File: config.mk
export PLATFORM = sky130hd
export DESIGN_NAME = awd_div
export DESIGN_NICKNAME = d
export VERILOG_FILES = /design/src/rtl/awd_pkg.sv /design/src/rtl/awd_div.sv
export SDC_FILE = /design/constraint.sdc
export NUM_CORES = 1
export LEC_CHECK = 0
export BUFFER_PORTS_ARGS = -buffer_cell sky130_fd_sc_hd__buf_2
export CORE_ASPECT_RATIO = 1.75
export CORE_MARGIN = 5
export CORE_UTILIZATION = 63
export CTS_BUF_LIST = sky130_fd_sc_hd__clkbuf_2 sky130_fd_sc_hd__clkbuf_4 sky130_fd_sc_hd__clkbuf_8
export CTS_CLUSTER_SIZE = 10
export DETAILED_ROUTE_END_ITERATION = 10
export GPL_ROUTABILITY_DRIVEN = 1
export PLACE_DENSITY = 0.88
export SETUP_SLACK_MARGIN = 0.1
export SLEW_MARGIN = 20
export SYNTH_ARGS = -nofsm -noshare
export SYNTH_HDL_FRONTEND = slang
export SYNTH_SLANG_ARGS = --single-unit
File: constraint.sdc
create_clock -name aclk -period 11.1 [get_ports aclk]
set_clock_uncertainty 0.1 [all_clocks]
set_input_delay 2.775 -clock aclk [delete_from_list [all_inputs] [get_ports aclk]]
set_output_delay 2.775 -clock aclk [all_outputs]
set_load 0.05 [all_outputs]
File: src/rtl/awd_pkg.sv
package awd_pkg;

    // component width and derived widths
    localparam int COMP_WIDTH = 16;
    localparam int MAG_W      = COMP_WIDTH + 1;
    localparam int T_W        = 16;
    localparam int N_W        = MAG_W + 15;
    localparam int S_W        = 18;
    localparam int ACC_W      = 20;
    localparam int ANG_W      = 21;
    localparam int PROD_W     = ANG_W + 16;
    localparam int DIR_W      = 16;
    localparam int S_TDATA_W  = ((2 * COMP_WIDTH + 7) / 8) * 8;
    localparam int M_TDATA_W  = ((DIR_W + 7) / 8) * 8;
    localparam int N_HORNER   = 5;

    // atan polynomial coefficients, Q1.17
    localparam logic signed [ACC_W-1:0] C_A11 = -ACC_W'(1536);
    localparam logic signed [ACC_W-1:0] C_A9  = ACC_W'(6901);
    localparam logic signed [ACC_W-1:0] C_A7  = -ACC_W'(15261);
    localparam logic signed [ACC_W-1:0] C_A5  = ACC_W'(25368);
    localparam logic signed [ACC_W-1:0] C_A3  = -ACC_W'(43598);
    localparam logic signed [ACC_W-1:0] C_A1  = ACC_W'(131069);

    // angle constants, Q1.17 radians
    localparam logic signed [ANG_W-1:0] HALF_PI_Q17 = ANG_W'(205887);
    localparam logic signed [ANG_W-1:0] PI_Q17      = ANG_W'(411775);

    // radians to 1/128 degree scale, split in two partial products
    localparam longint DEG_K  = 64'd480631834;
    localparam int     K_HI   = int'(DEG_K / 32768);
    localparam int     K_LO   = int'(DEG_K % 32768);

    localparam logic [DIR_W-1:0] DIR_CENTER = DIR_W'(23040);
    localparam logic [DIR_W-1:0] DIR_MAX    = DIR_W'(46080);

    // per-request flags that travel beside the data
    typedef struct packed {
        logic last;
        logic zero;
        logic swap;
        logic xneg;
        logic yneg;
    } awd_side_t;

    // horner coefficient for step k (k = 0 uses a9)
    function automatic logic signed [ACC_W-1:0] horner_coef(input int k);
        logic signed [ACC_W-1:0] c;
        unique case (k)
            0: c = C_A9;
            1: c = C_A7;
            2: c = C_A5;
            3: c = C_A3;
            default: c = C_A1;
        endcase
        return c;
    endfunction

endpackage

File: src/rtl/awd_div.sv
module awd_div (
    input  logic                      aclk,
    input  logic                      aresetn,
    input  logic                      ce,
    input  logic                      in_valid,
    input  awd_pkg::awd_side_t        in_side,
    input  logic [awd_pkg::MAG_W-1:0] num,
    input  logic [awd_pkg::MAG_W-1:0] den,
    output logic                      out_valid,
    output awd_pkg::awd_side_t        out_side,
    output logic [awd_pkg::T_W-1:0]   quot
);
    import awd_pkg::*;

    logic [N_W-1:0] dividend;

    // per-stage inputs, index 0 is the entry
    logic             w_valid [0:T_W];
    awd_side_t        w_side  [0:T_W];
    logic [MAG_W-1:0] w_rem   [0:T_W];
    logic [MAG_W-1:0] w_den   [0:T_W];
    logic [T_W-1:0]   w_low   [0:T_W];
    logic [T_W-1:0]   w_quot  [0:T_W];

    // rounded dividend: num * 2^15 + den / 2
    assign dividend = (N_W'(num) << 15) + N_W'(den >> 1);

    assign w_valid[0] = in_valid;
    assign w_side[0]  = in_side;
    assign w_rem[0]   = MAG_W'(dividend[N_W-1:T_W]);
    assign w_den[0]   = den;
    assign w_low[0]   = dividend[T_W-1:0];
    assign w_quot[0]  = '0;

    // one quotient bit per stage
    for (genvar i = 0; i < T_W; i++) begin : g_stage
        logic             valid_reg;
        awd_side_t        side_reg;
        logic [MAG_W-1:0] rem_reg, rem_next;
        logic [MAG_W-1:0] den_reg;
        logic [T_W-1:0]   low_reg;
        logic [T_W-1:0]   quot_reg, quot_next;
        logic [MAG_W:0]   trial;
        logic [MAG_W:0]   diff;

        always_comb begin
            trial = {w_rem[i], w_low[i][T_W-1-i]};
            diff  = trial - {1'b0, w_den[i]};
            if (trial >= {1'b0, w_den[i]}) begin
                rem_next  = diff[MAG_W-1:0];
                quot_next = {w_quot[i][T_W-2:0], 1'b1};
            end else begin
                rem_next  = trial[MAG_W-1:0];
                quot_next = {w_quot[i][T_W-2:0], 1'b0};
            end
        end

        always_ff @(posedge aclk) begin
            if (!aresetn) begin
                valid_reg <= 1'b0;
            end else if (ce) begin
                valid_reg <= w_valid[i];
            end
            if (ce) begin
                side_reg <= w_side[i];
                rem_reg  <= rem_next;
                den_reg  <= w_den[i];
                low_reg  <= w_low[i];
                quot_reg <= quot_next;
            end
        end

        assign w_valid[i+1] = valid_reg;
        assign w_side[i+1]  = side_reg;
        assign w_rem[i+1]   = rem_reg;
        assign w_den[i+1]   = den_reg;
        assign w_low[i+1]   = low_reg;
        assign w_quot[i+1]  = quot_reg;
    end

    assign out_valid = w_valid[T_W];
    assign out_side  = w_side[T_W];
    assign quot      = w_quot[T_W];

endmodule

# Yosys cells after proc, flatten, opt, wreduce, memory -nomap -nowiden
# Index checks and enable logic that the tools add are counted.
# totals
elab_cells	220
ff_bits	862
# op_classes
addsub	16
mux	31
order_cmp	16
# op_table
cell	count
$ge A18 B17 Y1	15
$mux W17	15
$sub A17 B17 Y17	15
$add A32 B16 Y32	1
$ge A17 B17 Y1	1
$mux W1	16

# Longest topological paths before layout
# Gate-level depths: netlist of the first run.
# depth
ltp_word	3
depth_mapped	17
mapped_depth_nobuf	16

# Worst setup path after synthesis of the first run
# No wires, ideal clock.
# synth_path
path_type	in2reg
startpoint	input num[0] (netlist bit)
endpoint	register g_stage[0].rem_reg[10] (data pin)
path_stages	14
setup_ps	260
path_slack_ps	5212
arrival_ps	5528
cell_sequence	ha_1 > ha_1 > nand3_1 > nor4_1 > and3_1 > xor2_1 > ha_1 > a21oi_1 > o41ai_1 > a21o_1 > a21oi_1 > o21ai_2 > buf_2 > mux2_2
# synth_between
elab_chain_cells	3
word_cells_on_any_way	4
# synth_rtl
element	line_no	text
start: declaration	awd_div.sv:7	input logic [awd_pkg::MAG_W-1:0] num,
$add A32 B16 Y32 *	awd_div.sv:26	assign dividend = (N_W'(num) << 15) + N_W'(den >> 1);
$sub A17 B17 Y17 / $ge A17 B17 Y1 (equally long branches)	awd_div.sv:48, awd_div.sv:49	
$mux W17 *	awd_div.sv:49	if (trial >= {1'b0, w_den[i]}) begin
via g_stage[0].rem_next[10]	awd_div.sv:39	logic [MAG_W-1:0] rem_reg, rem_next;
end signal: assignment	awd_div.sv:66	rem_reg <= rem_next;
end: declaration	awd_div.sv:39	
# The timed path passes the listed nets; every way through them passes the cells marked *.
# A chain may end at the register's enable or synchronous reset.

# Worst setup path after layout of the first run
# layout_path
startpoint	input den[16] (netlist bit)
endpoint	register g_stage[0].rem_reg[3] (data pin)
# layout_between
elab_chain_cells	3
word_cells_on_any_way	4
# layout_rtl
element	line_no	text
start: declaration	awd_div.sv:8	input logic [awd_pkg::MAG_W-1:0] den,
$add A32 B16 Y32	awd_div.sv:26	
$sub A17 B17 Y17 / $ge A17 B17 Y1 (equally long branches)	awd_div.sv:48, awd_div.sv:49	
$mux W17 *	awd_div.sv:49	
via g_stage[0].rem_next[3]	awd_div.sv:39	
# Marked as above.

==> results of run 1 <==
[cells by family after synthesis]
family                     count (synthesis)  share of synthesized area
AOI/OAI and AO/OA                        696                      0.117
buffers and inverters                    392                     0.0391
DFF                                      742                      0.568
adders and majority gates                289                     0.0957
muxes                                    202                     0.0576
and+or+nand+nor                          630                     0.0779
xor gates and xnor gates                 202                     0.0454
[final cells by class]
cell class / instances / area share
flip-flops and latches: 742 / 0.523
multi-input cells: 2019 / 0.363
clock buffers: 142 / 0.0412
inverters: 342 / 0.0304
well taps: 793 / 0.0235
repair buffers: 79 / 0.0111
clock inverters: 48 / 0.00693
diodes: 1 / 0.0000592
[critical path, stage by stage]
cell and delay, ps:
buf_2 180, ha_1 220, ha_1 200, nand3_1 200, nor2_1 270, xor2_1 260, ha_1 330, nand3_1 200
nor2_1 80, o31ai_1 140, a31oi_1 230, o41ai_1 890, o21ai_4 390, mux2_2 380
[final timing paths]
kind | depth (start not counted) | start | to
min | 0 | g_stage[11].quot_reg[1] | g_stage[12].quot_reg[2]
min reg2reg | 0 | g_stage[11].quot_reg[1] | g_stage[12].quot_reg[2]
max | 14 | den[16] | g_stage[0].rem_reg[3]
max reg2reg | 11 | g_stage[8].den_reg[7] | g_stage[9].rem_reg[2]
[per-stage QoR]
| stage | std cells | instance area [um2] |
|---|---|---|
| final | 4166 | 42300 |
| after global routing | 4166 | 42300 |
| after CTS | 4165 | 42300 |
| after detailed placement | 3975 | 40200 |
| after global placement | 3975 | 40200 |
| after floorplan | 3153 | 39000 |
[synthesized netlist by cell type (16+ instances only)]
cell type / number / area, um2
nand4_1: 29 / 181
and3_1: 24 / 150
nand2b_1: 37 / 231
clkbuf_1: 37 / 139
o21bai_1: 27 / 203
nand3_1: 59 / 295
nor2_1: 183 / 687
a21o_1: 83 / 623
dfxtp_1: 16 / 320
mux2_2: 149 / 1680
nor3_1: 51 / 255
o21ai_0: 156 / 781
a31oi_1: 28 / 175
xnor2_1: 131 / 1150
edfxtp_1: 726 / 21800
o31ai_1: 23 / 173
o21a_1: 52 / 390
a21oi_1: 176 / 881
xor2_1: 71 / 622
nor2b_1: 55 / 344
ha_1: 274 / 3430
nand2_1: 141 / 529
inv_1: 342 / 1280
mux2i_1: 46 / 460
[routing by layer]
metal,wire (um),up-vias
met2,46900,655
li1,-,11900
met3,2490,328
met1,22700,12000
met4,6780,0
met5,0,-
[power groups by stage]
stage	Clock [mW]	Combinational, mW	Sequential [mW]
final	2.10	5.11	4.30
after floorplan	0	3.91	4.27
after global routing	2.28	5.56	4.35
after CTS	2.15	5.08	4.29
after detailed placement	0	5.04	4.35
after global placement	0	4.85	4.31
==> flow_metrics.env, run 1 <==
export IMPL_run_status="completed"
export IMPL_final_common_cell="edfxtp_1"
export IMPL_use_met3=0.0324
export IMPL_top_usage_layer="met2"
export IMPL_grt_pass1_wl_um=124000
export IMPL_swShare=0.356
export IMPL_timing_fmax_mhz=156
export IMPL_grt_max_degree=173
export IMPL_min_period_ps=6410
export IMPL_hold_viol=0
export IMPL_crit_arrival_ps=6760
export IMPL_syn_area_um2=39000
export IMPL_critPathKind="input port to register"
export IMPL_antenna_found_initial=2
export IMPL_drc=0
export IMPL_final_util=0.690
export IMPL_synth_cells=3153
export IMPL_cts_sinks=742
export IMPL_power_frac_comb=0.444
export IMPL_grt_overflow=0
export IMPL_post_place_ws_ps=3950
export IMPL_reg2reg_setup_slack_ps=7080
export IMPL_dieArea_um2=67100
export IMPL_cellInternalPower_mw=7.41
export IMPL_cts_root_buf="clkbuf_8"
export IMPL_end_kind="register"
export IMPL_nNetsFinal=3620
export IMPL_use_met2=0.475
export IMPL_finalPower_mw=11.5
export IMPL_cts_buffer_depth=3
export IMPL_hp_class="register to register"
export IMPL_multi_input_area_um2=15400
export IMPL_cp_required_ps=11450
export IMPL_ctsHoldBuffers=0
export IMPL_syn2layout_area_growth_pct=8.45
export IMPL_fin_crit_sh=0.577
export IMPL_setup_violations_final=0
export IMPL_hold_slack_ps=295
export IMPL_ys_seq_elements=742
export IMPL_ios=65
export IMPL_postCtsSetupRepairBufs=0
export IMPL_htreeDepth=3
export IMPL_layout_setup_ws_ps=4690
export IMPL_wl_um=78800
export IMPL_yosysWarnings=0
export IMPL_synth_cell_type_count=79
export IMPL_relSlewSlack=0.223
export IMPL_path_clk_slew_ps=70
export IMPL_tightest_slew_ps=1150
export IMPL_num_rows=120
export IMPL_grt_setup_unrepaired="no"
export IMPL_fp_dieW_um=198
export IMPL_viasPerCell=5.96
export IMPL_fillers=4379
export IMPL_p_leak_nw=17.1
export IMPL_irDropWorstVdd_v=0.000209
export IMPL_switchingPower_mw=4.10
export IMPL_syn_num_nets=3485
export IMPL_synth_main_ff_cell="edfxtp_1"
export IMPL_cap_violations=0
export IMPL_pwr_density_cell_nw_per_um2=272
export IMPL_dp_hpwl_um=58100
export IMPL_final_cell_mix="726 x edfxtp_1, 342 x inv_1, 274 x ha_1"
export IMPL_synth_edf_count=726
export IMPL_cts_buffers=104
export IMPL_firstDrtPassIters=7
export IMPL_port_buffers=64
export IMPL_synth_avg_cell_area_um2=12.4
export IMPL_startpoint_type="input port"
export IMPL_grt_use_total=0.231
export IMPL_critPathMaxFanout=26
export IMPL_drtIter0Drc=1423
export IMPL_clkPwrFrac=0.182
export IMPL_core_um2=61300
export IMPL_register_area_um2=22100
export IMPL_routedWlPerCell_um=18.9
export IMPL_grt_pass1_vias=26800
export IMPL_start_util=0.636
export IMPL_clock_latency_ps=720
export IMPL_num_vias=24800
export IMPL_cts_resized=0
export IMPL_finalMaxSlewViolations=0
export IMPL_use_met1=0.178
export IMPL_seq_power_share=0.373
export IMPL_ys_seq_area_frac=0.568
export IMPL_setup_tns_ps=0
export IMPL_cts_tree="done"
export IMPL_fp_dieH_um=339
export IMPL_gp_congestion=0.921
export IMPL_drive_gt1_frac=0.129
export IMPL_synthArstFlopShare=0
export IMPL_ant_nets=0
(Power assumes the default switching activity.)
==> run 2, diff against run 1 <==
clock period = 6.45 ns   (was 11.1 ns; I/O delays follow)
==> run 2 against run 1 <==
Compared with the run above:
- worst setup slack got worse by 3200 ps
- largest power group unchanged
- global-route usage up 0.22 points
- clock power increased by 64%
- final cell count down 0.22%
- combinational power up 73%
- routed wire length is 0.49% higher
==> flow_metrics.env, run 2 (synthesis gave the netlist of run 1 again) <==
export IMPL_setup_tns_ps=0
export IMPL_htreeDepth=3
export IMPL_tightest_slew_ps=1210
export IMPL_port_buffers=64
export IMPL_min_period_ps=4960
export IMPL_setup_violations_final=0
export IMPL_relSlewSlack=0.183
export IMPL_final_common_cell="edfxtp_1"
export IMPL_irDropWorstVdd_v=0.000398
export IMPL_cp_required_ps=6800
export IMPL_routedWlPerCell_um=19.1
export IMPL_final_cell_mix="726 x edfxtp_1, 342 x inv_1, 274 x ha_1"
export IMPL_timing_fmax_mhz=202
export IMPL_fillers=4286
export IMPL_hp_class="register to register"
export IMPL_cp_startpoint="den[16]"
export IMPL_hold_viol=0
export IMPL_clock_latency_ps=730
export IMPL_reg2reg_setup_slack_ps=2470
export IMPL_critPathMaxFanout=26
export IMPL_pwr_density_cell_nw_per_um2=466
export IMPL_ios=65
export IMPL_fin_crit_sh=0.768
export IMPL_critPathKind="input port to register"
export IMPL_fp_dieW_um=198
export IMPL_cts_resized=0
export IMPL_cts_sinks=742
export IMPL_grt_max_degree=130
export IMPL_fp_dieH_um=339
export IMPL_cap_violations=0
export IMPL_grt_use_total=0.234
export IMPL_grt_pass1_wl_um=125000
export IMPL_r2r_start="g_stage[1].den_reg[14]"
export IMPL_antenna_found_initial=1
export IMPL_register_area_um2=22100
export IMPL_finalPower_mw=19.7
export IMPL_wl_um=79200
export IMPL_cts_buffers=102
export IMPL_start_util=0.636
export IMPL_postCtsSetupRepairBufs=0
export IMPL_grt_pass1_vias=26600
export IMPL_cp_endpoint="g_stage[0].rem_reg[1]"
export IMPL_hp_start="g_stage[13].quot_reg[5]"
export IMPL_startpoint_type="input port"
export IMPL_viasPerCell=6.00
export IMPL_end_kind="register"
export IMPL_cts_buffer_depth=3
export IMPL_nNetsFinal=3619
export IMPL_ctsHoldBuffers=0
export IMPL_finalMaxSlewViolations=0
export IMPL_p_leak_nw=17.1
export IMPL_dieArea_um2=67100
export IMPL_gp_congestion=0.922
export IMPL_multi_input_area_um2=15400
export IMPL_cts_root_buf="clkbuf_8"
export IMPL_rr_endpoint="g_stage[2].rem_reg[2]"
export IMPL_firstDrtPassIters=7
export IMPL_drc=0
export IMPL_ant_nets=0
export IMPL_core_um2=61300
export IMPL_num_vias=24900
export IMPL_dp_hpwl_um=59300
export IMPL_drive_gt1_frac=0.129
export IMPL_cts_tree="done"
export IMPL_drtIter0Drc=1250
export IMPL_num_rows=120
export IMPL_crit_arrival_ps=5300
export IMPL_path_clk_slew_ps=60
export IMPL_syn2layout_area_growth_pct=8.21
export IMPL_grt_setup_unrepaired="no"
export IMPL_worst_r2r_path_depth=11
export IMPL_run_status="completed"
export IMPL_grt_overflow=0
-- run 2: changes by cell type in the layout (fill, tap and decap cells not counted), moves of 2 or more --
cell,change
inv_8,+2
buf_4,-2
bufinv_16,-2
clkbuf_4,-8
clkinv_1,-7
buf_12,+3
clkinv_2,+9
clkbuf_8,-5
-- run 2: stage by stage --
stage / cell area (um2) / utilization / worst slack, ps / std cells / hold WS, ps
after global placement: 40300 / 0.657 / 720 / 3976 / 300
final: 42200 / 0.688 / 1490 / 4157 / 301
after global routing: 42200 / 0.688 / 1280 / 4157 / 319
after detailed placement: 40300 / 0.657 / 697 / 3976 / 305
after CTS: 42200 / 0.688 / 1460 / 4156 / 311
after floorplan: 39000 / - / 1720 / 3153 / 300
-- run 2: worst min path at each step --
stage	endpoint	slack (ps)	cells after the start
detailed placement	g_stage[10].side_reg[2]	300	0
floorplan	g_stage[10].quot_reg[10]	300	0
CTS	g_stage[6].side_reg[1]	310	0
finish	g_stage[14].quot_reg[6]	300	0
global route	g_stage[10].side_reg[2]	320	0
global placement	g_stage[9].quot_reg[5]	300	0
-- run 2: layout make-up --
type | count | area share
Antenna cell | 1 | 0.0000593
Clock inverter | 51 | 0.00671
Multi-Input combinational cell | 2019 | 0.364
Timing Repair Buffer | 80 | 0.0122
Tap cell | 793 | 0.0235
Sequential cell | 742 | 0.525
Inverter | 342 | 0.0304
Clock buffer | 129 | 0.0382
-- run 2: per-layer routing --
layer  share of wire  vias up  global-route usage
met5               0        -                   0
met4           0.096        0               0.198
met3           0.030      364              0.0335
met2            0.59      643               0.477
met1            0.28    12000               0.176
li1                -    11900                   -
-- run 2: critical path, cell delays in order --
cell	delay [ps]
buf_2	180
ha_1	210
ha_1	190
nand3_1	200
nor4_1	680
and3_1	260
xor2_1	80
ha_1	350
nand3_1	110
o41ai_1	410
a21o_1	180
a21oi_1	80
o21ai_2	60
buf_4	310
mux2_2	370
-- run 2: report_power, final --
group | total [mW] | internal [mW] | leakage (nW) | switching, mW
clock | 3.44 | 1.69 | 1.02 | 1.75
combinational | 8.83 | 3.98 | 8.86 | 4.85
sequential | 7.40 | 6.90 | 7.22 | 0.496
