===== src/rtl/awd_pkg.sv =====
package awd_pkg;

    // component width and derived widths
    localparam int COMP_WIDTH = 16;
    localparam int MAG_W      = COMP_WIDTH + 1;
    localparam int T_W        = 16;
    localparam int N_W        = MAG_W + 15;
    localparam int S_W        = 18;
    localparam int ACC_W      = 20;
    localparam int ANG_W      = 21;
    localparam int PROD_W     = ANG_W + 16;
    localparam int DIR_W      = 16;
    localparam int S_TDATA_W  = ((2 * COMP_WIDTH + 7) / 8) * 8;
    localparam int M_TDATA_W  = ((DIR_W + 7) / 8) * 8;
    localparam int N_HORNER   = 5;

    // atan polynomial coefficients, Q1.17
    localparam logic signed [ACC_W-1:0] C_A11 = -ACC_W'(1536);
    localparam logic signed [ACC_W-1:0] C_A9  = ACC_W'(6901);
    localparam logic signed [ACC_W-1:0] C_A7  = -ACC_W'(15261);
    localparam logic signed [ACC_W-1:0] C_A5  = ACC_W'(25368);
    localparam logic signed [ACC_W-1:0] C_A3  = -ACC_W'(43598);
    localparam logic signed [ACC_W-1:0] C_A1  = ACC_W'(131069);

    // angle constants, Q1.17 radians
    localparam logic signed [ANG_W-1:0] HALF_PI_Q17 = ANG_W'(205887);
    localparam logic signed [ANG_W-1:0] PI_Q17      = ANG_W'(411775);

    // radians to 1/128 degree scale, split in two partial products
    localparam longint DEG_K  = 64'd480631834;
    localparam int     K_HI   = int'(DEG_K / 32768);
    localparam int     K_LO   = int'(DEG_K % 32768);

    localparam logic [DIR_W-1:0] DIR_CENTER = DIR_W'(23040);
    localparam logic [DIR_W-1:0] DIR_MAX    = DIR_W'(46080);

    // per-request flags that travel beside the data
    typedef struct packed {
        logic last;
        logic zero;
        logic swap;
        logic xneg;
        logic yneg;
    } awd_side_t;

    // horner coefficient for step k (k = 0 uses a9)
    function automatic logic signed [ACC_W-1:0] horner_coef(input int k);
        logic signed [ACC_W-1:0] c;
        unique case (k)
            0: c = C_A9;
            1: c = C_A7;
            2: c = C_A5;
            3: c = C_A3;
            default: c = C_A1;
        endcase
        return c;
    endfunction

endpackage


===== src/rtl/awd_ang.sv =====
module awd_ang (
    input  logic                             aclk,
    input  logic                             aresetn,
    input  logic                             ce,
    input  logic                             in_valid,
    input  awd_pkg::awd_side_t               in_side,
    input  logic signed [awd_pkg::ACC_W-1:0] theta,
    output logic                             out_valid,
    output logic                             out_last,
    output logic [awd_pkg::DIR_W-1:0]        direction
);
    import awd_pkg::*;

    localparam int SUM_W = PROD_W + 16;

    logic signed [ANG_W-1:0]  a_oct, a_quad, ang_next;
    logic                     q_valid_reg;
    awd_side_t                q_side_reg;
    logic signed [ANG_W-1:0]  ang_reg;

    logic                     m_valid_reg;
    awd_side_t                m_side_reg;
    logic signed [PROD_W-1:0] ph_reg, pl_reg;

    logic signed [SUM_W-1:0]  sum;
    logic signed [SUM_W-1:0]  dir_full;
    logic [DIR_W-1:0]         dir_next;
    logic                     o_valid_reg;
    logic                     o_last_reg;
    logic [DIR_W-1:0]         dir_reg;

    // octant swap, quadrant and sign correction
    always_comb begin
        a_oct    = in_side.swap ? (HALF_PI_Q17 - ANG_W'(theta)) : ANG_W'(theta);
        a_quad   = in_side.xneg ? (PI_Q17 - a_oct) : a_oct;
        ang_next = in_side.yneg ? -a_quad : a_quad;
    end

    always_ff @(posedge aclk) begin
        if (!aresetn) begin
            q_valid_reg <= 1'b0;
        end else if (ce) begin
            q_valid_reg <= in_valid;
        end
        if (ce) begin
            q_side_reg <= in_side;
            ang_reg    <= ang_next;
        end
    end

    // partial products of the degree scale
    always_ff @(posedge aclk) begin
        if (!aresetn) begin
            m_valid_reg <= 1'b0;
        end else if (ce) begin
            m_valid_reg <= q_valid_reg;
        end
        if (ce) begin
            m_side_reg <= q_side_reg;
            ph_reg     <= ang_reg * $signed({1'b0, 15'(K_HI)});
            pl_reg     <= ang_reg * $signed({1'b0, 15'(K_LO)});
        end
    end

    // recombine, round, center and clamp; a zero vector gives DIR_CENTER
    always_comb begin
        sum      = (SUM_W'(ph_reg) <<< 15) + SUM_W'(pl_reg)
                   + (SUM_W'(1) <<< 32);
        dir_full = (sum >>> 33) + $signed(SUM_W'(DIR_CENTER));
        if (m_side_reg.zero) begin
            dir_next = DIR_CENTER;
        end else if (dir_full < 0) begin
            dir_next = '0;
        end else if (dir_full > $signed(SUM_W'(DIR_MAX))) begin
            dir_next = DIR_MAX;
        end else begin
            dir_next = dir_full[DIR_W-1:0];
        end
    end

    always_ff @(posedge aclk) begin
        if (!aresetn) begin
            o_valid_reg <= 1'b0;
        end else if (ce) begin
            o_valid_reg <= m_valid_reg;
        end
        if (ce) begin
            o_last_reg <= m_side_reg.last;
            dir_reg    <= dir_next;
        end
    end

    assign out_valid = o_valid_reg;
    assign out_last  = o_last_reg;
    assign direction = dir_reg;

endmodule


===== config.mk =====
export PLATFORM = sky130hd
export DESIGN_NAME = awd_ang
export DESIGN_NICKNAME = d
export VERILOG_FILES = /design/src/rtl/awd_pkg.sv /design/src/rtl/awd_ang.sv
export SDC_FILE = /design/constraint.sdc
export NUM_CORES = 1
export LEC_CHECK = 0
export BUFFER_PORTS_ARGS = -buffer_cell sky130_fd_sc_hd__buf_2
export CAP_MARGIN = 0
export CORE_ASPECT_RATIO = 1.4
export CORE_MARGIN = 2
export CORE_UTILIZATION = 54
export CTS_BUF_LIST = sky130_fd_sc_hd__clkbuf_4
export CTS_CLUSTER_DIAMETER = 40
export DETAILED_ROUTE_END_ITERATION = 16
export PLACE_DENSITY = 0.7
export SLEW_MARGIN = 20
export SYNTH_ARGS = -nofsm -noshare
export SYNTH_HDL_FRONTEND = slang
export SYNTH_SLANG_ARGS = --single-unit

===== constraint.sdc =====
create_clock -name aclk -period 23.1 [get_ports aclk]
set_input_delay 3.465 -clock aclk [delete_from_list [all_inputs] [get_ports aclk]]
set_output_delay 3.465 -clock aclk [all_outputs]
set_load 0.01 [all_outputs]

# ---- Yosys cells after proc, flatten, opt, wreduce, memory -nomap -nowiden
# Cells that the tools add are included.
dict set report op_classes {
  add_sub_neg 6
  n_mul 2
  order_cmp 2
  mux 5
  reduce_logical 2
}
# cell count
set op_table {}
lappend op_table {{multiplier 21 x 15 -> 36 bit, second input constant} 2}
lappend op_table {{two-way mux 21 bit} 3}
lappend op_table {{adder 52 x 34 -> 53 bit, second input constant} 1}
lappend op_table {{adder 51 x 37 -> 52 bit} 1}
lappend op_table {{adder 20 x 16 -> 21 bit, second input constant} 1}
lappend op_table {{greater-than comparator 21 x 17 -> 1 bit, second input constant} 1}
lappend op_table {{< comparator 21 x 1 -> 1 bit, second input constant} 1}
lappend op_table {{negation 21 bit} 1}
lappend op_table {{subtractor 19 x 20 -> 21 bit, first input constant} 1}
lappend op_table {{subtractor 20 x 21 -> 21 bit, first input constant} 1}
lappend op_table {{two-way mux 16 bit} 1}
lappend op_table {{two-way mux 15 bit} 1}
lappend op_table {{OR reduction 3 bit} 1}
lappend op_table {{OR reduction 2 bit} 1}
dict set report totals {
  reg_bits 117
  in_bits 29
  out_inout_bits 18
}

# ---- Depth between registers and ports, before layout
# Gate-level depths: netlist (run 1).
dict set report logic_depth {
  word_depth 6
  depth_mapped 25
  mapped_depth_nobuf 25
}

# ---- Worst setup path before layout (run 1)
# OpenSTA, ideal clock, no wires.
dict set report synth_timing {
  kind {register to register}
  startpoint {reg ang_reg[20]}
  endpoint {reg pl_reg[36] (data pin)}
  t_arrival_ps 7627
  slack_ps 15315
  path_stages_with_launch 22
  path_buffers 1
  period_less_slack_ps 7785
  cell_sequence {edfxtp_1 clkbuf_1 clkinv_1 fa_1 inv_1 ha_1 fa_1 fa_1 fa_1 ha_1 a21o_1 a21o_1 a21o_1 a21oi_1 nand2b_1 a31oi_1 o21ai_1 o21a_1 nor2_1 o21ai_0 or4_1 o211ai_1}
}
dict set report synth_between {
  elab_chain_cells 1
}
# item line_no
set synth_rtl {}
lappend synth_rtl {{start, declared} awd_ang.sv:19} ;# logic signed [ANG_W-1:0] ang_reg;
lappend synth_rtl {{start signal, assigned} awd_ang.sv:47} ;# ang_reg <= ang_next;
lappend synth_rtl {{multiplier 21 x 15 -> 36 bit} awd_ang.sv:61} ;# pl_reg <= ang_reg * $signed({1'b0, 15'(K_LO)});
lappend synth_rtl {{end signal, assigned} awd_ang.sv:61}
lappend synth_rtl {{end, declared} awd_ang.sv:23} ;# logic signed [PROD_W-1:0] ph_reg, pl_reg;
# Every way passes these cells.
# A chain may end at the register's enable or synchronous reset.

# ---- Final worst setup path (run 1)
dict set report layout_timing {
  startpoint {reg ang_reg[6]}
  endpoint {reg pl_reg[36] (data pin)}
}
# The elaborated chain is that of the path after synthesis.

==> qor.yml, run 1 <==
outcome:
  status: "complete, no violations"
synth:
  yosysSeqAreaShare_pct: 16.8
  ys_top_cells_by_area: "fa_1 24%, ha_1 22%, edfxtp_1 17%"
  synth_seq_cells: 103
  yosys.cell_types.count: 86
  synth.largest_area_cell: "fa_1"
  ys_warn_count: 0
  ys.flop_type: "edfxtp_1"
  synthArstFlopShare_pct: 0
  synth_edf_count: 100
  synthCells: 1884
  synthesis.nets: 2456
  syn_avg_cell_area_sq_um: 9.65
  synth_top_area_share_pct: 23.9
  syn-cell-area_sq_um: 18200
clocking:
  hold_buffers: 0
  clock_tree.buffer_depth: 2
  post-cts-setup-buffers: 0
  cts_root_buffer: "clkbuf_4"
  cts_tree: "done"
  cts.clk_slew.worst_paths_ns: 0.18
  clock-sinks: 103
  clk_latency_ns: 0.58
  numCtsBuffers: 9
  h-tree-depth: 3
  cts_resized: 0
critical_path:
  critPathBufInv: 6
  critical_path_arrival_ns: 7.41
  cp_top_family: "adder cells"
  cp-end-kind: "register"
  worst_path_max_delay_cell: "edfxtp_1"
  worst_ep_required_time_ns: 23.54
  critical_path_class: "register to register"
  crit_path_cell_trace: "inv_1 > fa_1 > inv_1 > ha_1 > fa_1 > inv_1 > fa_1 > inv_1 > fa_1 > inv_1 > fa_1 > inv_1 > ha_1 > and3_1 > o2111a_1 > o31a_1 > a31oi_1 > o21ai_1 > o21a_1 > nor2_1 > o21ai_0 > or4_1 > o211ai_1"
  crit_top_cell: "inv_1"
  critPathMaxStageDelay_ns: 0.72
  path_max_fanout: 9
  startpoint_type: "register"
place:
  port_buffers: 46
  gp_congestion: 0.939
  place_area_sq_um: 18900
  dp_hpwl_mm: 35.2
global_routing:
  grt_pass1_vias: 13600
  grt_antenna_before_repair: 1
  grt_pass1_wl_mm: 66.0
  overflow: 0
  grt_max_degree: 80
  grt.total_usage_pct: 23.6
cells_and_area:
  fin_area_sq_um: 19000
  drive_gt1_share_pct: 5.03
  fin_nets: 2496
  multiInputGateArea_sq_um: 13300
  synthToLayoutAreaGrowth_pct: 4.69
  register_area_sq_um: 3060
  nFillCells: 3004
  largest_reg_flops: 36
die:
  start_util_pct: 54.8
  die_x_um: 159
  coreArea_sq_um: 33200
  rows: 79
  die_area_sq_um: 35200
  ioPinCount: 47
  die_h_um: 221
run:
  cap_viol_max_count: 0
timing:
  fin_crit_ns: 6.97
  drv_slew: 0
  hold_violations: 0
  clock_skew_ns: 0.0239
  holdWs_ns: 0.439
  tightest_slew_ns: 1.04
  rsz0062_at_grt: "no"
  post-route-period-util_pct: 30.2
  finalSetupViolCount: 0
  fmax_mhz: 143
  fin_setup_tns_ns: 0
  maxSlewHeadroom_pct: 30.6
drt:
  via_per_inst: 5.33
  wirelength_mm: 39.6
  vias: 12700
  drc_errors: 0
  wl_per_cell_um: 16.7
  drtIter0Drc: 498
  antenna_left: 0
  drt_pass1_iterations: 4
min_path:
  hold_path.class: "register to register"
[cell usage in the layout, fill, tap and decap left out, types with 4 or more instances in the layout]
master / instances
a211oi_1: 9
a21boi_0: 5
a21o_1: 28
a21oi_1: 81
a31oi_1: 16
a41o_1: 4
and2_1: 8
and3_1: 12
and4_1: 4
buf_2: 45
buf_4: 4
clkbuf_4: 9
edfxtp_1: 100
fa_1: 217
ha_1: 326
inv_1: 467
inv_6: 4
mux2i_1: 7
nand2_1: 65
nand2b_1: 11
nand3_1: 27
nand3b_1: 4
nand4_1: 14
nor2_1: 73
nor2b_1: 17
nor3_1: 29
o211ai_1: 10
o21a_1: 15
o21ai_0: 63
o21ai_1: 6
o21bai_1: 10
o31ai_1: 7
o41ai_1: 4
or2_2: 5
or3_1: 14
xnor2_1: 94
xor2_1: 39
[path summary, 6_finish.rpt]
path              slack, ns     startpoint  cells after the start    endpoint
setup / recovery      16.13     ang_reg[6]                     23  pl_reg[36]
hold / removal         0.44  m_side_reg[4]                      0    out_last
setup reg to reg      16.13     ang_reg[6]                     23  pl_reg[36]
hold reg to reg        0.44  m_side_reg[4]                      0    out_last
[stage by stage]
stage | utilization, % | worst slack (ns) | cells
after floorplan | - | 15.31 | 1884
after global placement | 56.9 | 16.29 | 2358
after detailed placement | 56.9 | 16.13 | 2358
after CTS | 57.3 | 16.12 | 2374
after global routing | 57.3 | 15.67 | 2375
final | 57.3 | 16.13 | 2375
[worst register-to-register path, cell delays in order, from the launching register on]
cell and delay [ns]:
edfxtp_1 0.72, inv_1 0.22, fa_1 0.57, inv_1 0.04, ha_1 0.30, fa_1 0.54, inv_1 0.05, fa_1 0.53
inv_1 0.06, fa_1 0.53, inv_1 0.05, fa_1 0.50, inv_1 0.04, ha_1 0.32, and3_1 0.20, o2111a_1 0.19
o31a_1 0.34, a31oi_1 0.35, o21ai_1 0.20, o21a_1 0.21, nor2_1 0.25, o21ai_0 0.14, or4_1 0.42, o211ai_1 0.10
[per-layer routing]
layer	share of wire [%]	GRT usage (%)
met3	2.2	1.99
met1	38	25.1
met5	0	0
met4	5.2	12.1
met2	54	45.9
[cell usage after synthesis (all sizes together), types with 12 or more instances]
| cell type | n |
|---|---|
| inv | 467 |
| ha | 326 |
| fa | 217 |
| edfxtp | 100 |
| xnor2 | 94 |
| a21oi | 85 |
| nor2 | 73 |
| o21ai | 71 |
| nand2 | 65 |
| xor2 | 39 |
| nor3 | 30 |
| a21o | 28 |
| nand3 | 27 |
| nor2b | 17 |
| o21a | 17 |
| a31oi | 16 |
| nand4 | 15 |
| or3 | 14 |
| clkbuf | 13 |
| and3 | 12 |
[area by class of cell]
type	count	share of cell area, %
clock inverter	7	0.315
antenna	1	0.0131
tap	445	2.92
timing repair buffer	49	1.34
clock buffer	9	0.355
inverter	468	9.23
sequential	103	16.1
multi-input combinational	1293	69.7
[kinds of logic after synthesis]
kind of cell	share of synthesized area, %
XOR/XNOR	6.40
flip-flops	16.8
AND/OR/NAND/NOR	8.48
adder cells (fa/ha/maj)	46.3
AO/OA/AOI/OAI	11.4
multiplexers	0.447
buffers and inverters	10.1
Power of run 1 is left out: the tool's default activity adds up to more than one toggle a clock period on the data nets, which glitch-free logic cannot reach.
==> run 2, diff against run 1 <==
--- a/config.mk
+++ b/config.mk
@@ -13,7 +13,7 @@
 export CTS_BUF_LIST = sky130_fd_sc_hd__clkbuf_4
 export CTS_CLUSTER_DIAMETER = 40
 export DETAILED_ROUTE_END_ITERATION = 16
-export PLACE_DENSITY = 0.7
+export PLACE_DENSITY = 0.73
 export SLEW_MARGIN = 20
 export SYNTH_ARGS = -nofsm -noshare
 export SYNTH_HDL_FRONTEND = slang
==> constraint.sdc (replaced) <==
create_clock -name aclk -period 5.9 [get_ports aclk]
set_input_delay 0.885 -clock aclk [delete_from_list [all_inputs] [get_ports aclk]]
set_output_delay 0.885 -clock aclk [all_outputs]
set_load 0.01 [all_outputs]
==> run 2 against run 1 <==
  * The run now ends with negative setup slack left
  * Non-clock buffer count is 204 higher
  * Utilization is 6.7 points higher
  * Sequential cell count stayed put
  * Clock-buffer cell count is 1 higher
  * Highest routed layer unchanged
  * Clock skew is 0.035 ns higher
==> qor.yml, run 2 (synthesis results as in run 1) <==
outcome:
  status: "finished, violations left"
  violations: "negative setup slack"
critical_path:
  r2r-start: "ang_reg[5]"
  worst_ep_required_time_ns: 6.24
  critPathMaxStageDelay_ns: 0.55
  crit_path_start: "ang_reg[5]"
  r2r_cells: 28
  cp-end-kind: "register"
  crit_top_cell: "buf_4"
  worst_path_max_delay_cell: "fa_1"
  critical_path_arrival_ns: 6.39
  r2r_end: "ph_reg[27]"
  r2r_slack_ns: -0.15
  critical_path_class: "register to register"
  startpoint_type: "register"
  path_max_fanout: 3
  crit_end: "ph_reg[27]"
place:
  gp_congestion: 1.01
  port_buffers: 46
  dp_hpwl_mm: 37.7
  pre_cts_ws_ns: -0.331
min_path:
  min_from: "m_side_reg[4]"
  hold_path.class: "register to register"
drt:
  drt_pass1_iterations: 6
  drc_errors: 0
  wirelength_mm: 44.2
  wl_per_cell_um: 17.1
  vias: 13700
  drtIter0Drc: 526
  via_per_inst: 5.31
  antenna_left: 0
timing:
  rsz0062_at_grt: "yes"
  drv_slew: 0
  maxSlewHeadroom_pct: 34.6
  finalSetupViolCount: 9
  tightest_slew_ns: 0.982
  clock_skew_ns: 0.0592
  fmax_mhz: 165
  post-route-period-util_pct: 102
  setup_slack_ns: -0.145
  hold_violations: 0
  fin_crit_ns: 6.05
clocking:
  cts_root_buffer: "clkbuf_4"
  clock-sinks: 103
  cts_tree: "done"
  clk_latency_ns: 0.60
  numCtsBuffers: 9
  h-tree-depth: 3
  cts.clk_slew.worst_paths_ns: 0.22
  hold_buffers: 0
  clock_tree.buffer_depth: 2
die:
  ioPinCount: 47
  die_x_um: 159
  die_h_um: 221
  die_area_sq_um: 35200
  rows: 79
  start_util_pct: 54.8
  coreArea_sq_um: 33200
cells_and_area:
  layout_commonest_cell: "inv_1"
  layout_common_cells: "442 x inv_1, 296 x ha_1, 204 x fa_1, 194 x buf_4, 100 x edfxtp_1"
  nFillCells: 2715
  synthToLayoutAreaGrowth_pct: 17.0
  largest_reg_flops: 36
  fin_nets: 2700
  drive_gt1_share_pct: 19.0
global_routing:
  grt_pass1_wl_mm: 71.7
  grt_antenna_before_repair: 2
  overflow: 0
  grt_max_degree: 72
  grt_pass1_vias: 14700
  grt.total_usage_pct: 25.8
run:
  cap_viol_max_count: 0
run 2: changes by cell type in the layout (fill, tap and decap cells not counted), moves of 5 or more:
| cell | delta |
|---|---|
| buf_4 | +190 |
| ha_1 | -30 |
| ha_4 | +26 |
| inv_1 | -25 |
| inv_2 | +23 |
| buf_6 | +13 |
| fa_1 | -13 |
| fa_2 | +13 |
| a21oi_1 | -12 |
| a21oi_2 | +12 |
| o21ai_0 | -5 |
run 2: repair_timing:
item	CTS	global route
endpoints found under the setup margin	14	18
setup buffers	37	15
resized for setup	57	43
pin swaps	54	26
run 2: routing by layer:
metal  up-vias  track usage, %  wire [um]
met5         -               0          0
met4         0            13.9       2750
met3       110            2.62        991
met2       267            50.1      23900
met1      6631            27.1      16500
li1       6705               -          -
run 2: worst max-delay path, delay by kind of cell (launching register included):
kind                     cells  cell delay, ns
buffers and inverters       14            1.27
AND/OR/NAND/NOR              2            0.19
adder cells (fa/ha/maj)      7            3.01
flip-flops                   1            0.46
XOR/XNOR                     1            0.16
AO/OA/AOI/OAI                4            0.69
run 2: area by class of cell:
type	count	area, sq um	share of cell area, %
diodes	3	7.51	0.0353
clock buffers	10	75.1	0.353
clock inverters	6	62.6	0.294
inverters	468	1790	8.42
multi-input cells	1293	13900	65.2
flip-flops and latches	103	3060	14.4
well taps	445	557	2.62
repair buffers	253	1850	8.69
run 2: worst min path at each step:
stage,to,depth (start not counted)
6_report,out_last,0
5_1_grt,q_side_reg[3],1
4_1_cts,q_side_reg[3],1
3_5_place_dp,out_last,0
3_3_place_gp,m_side_reg[4],0
2_1_floorplan,m_side_reg[3],0
run 2: stage by stage:
step           cells  util [%]  TNS, ns  cell area [sq um]  hold slack (ns)
3_5_place_dp    2515      61.2    -1.98              20300            0.409
3_3_place_gp    2515      61.2    -1.03              20300            0.403
5_1_grt         2580      64.1    -3.51              21300            0.441
4_1_cts         2567      63.3   -0.269              21000            0.429
2_1_floorplan   1884         -   -0.429              18400            0.400
6_report        2581      64.1   -0.728              21300            0.444
Power of run 2 is left out for the same reason.
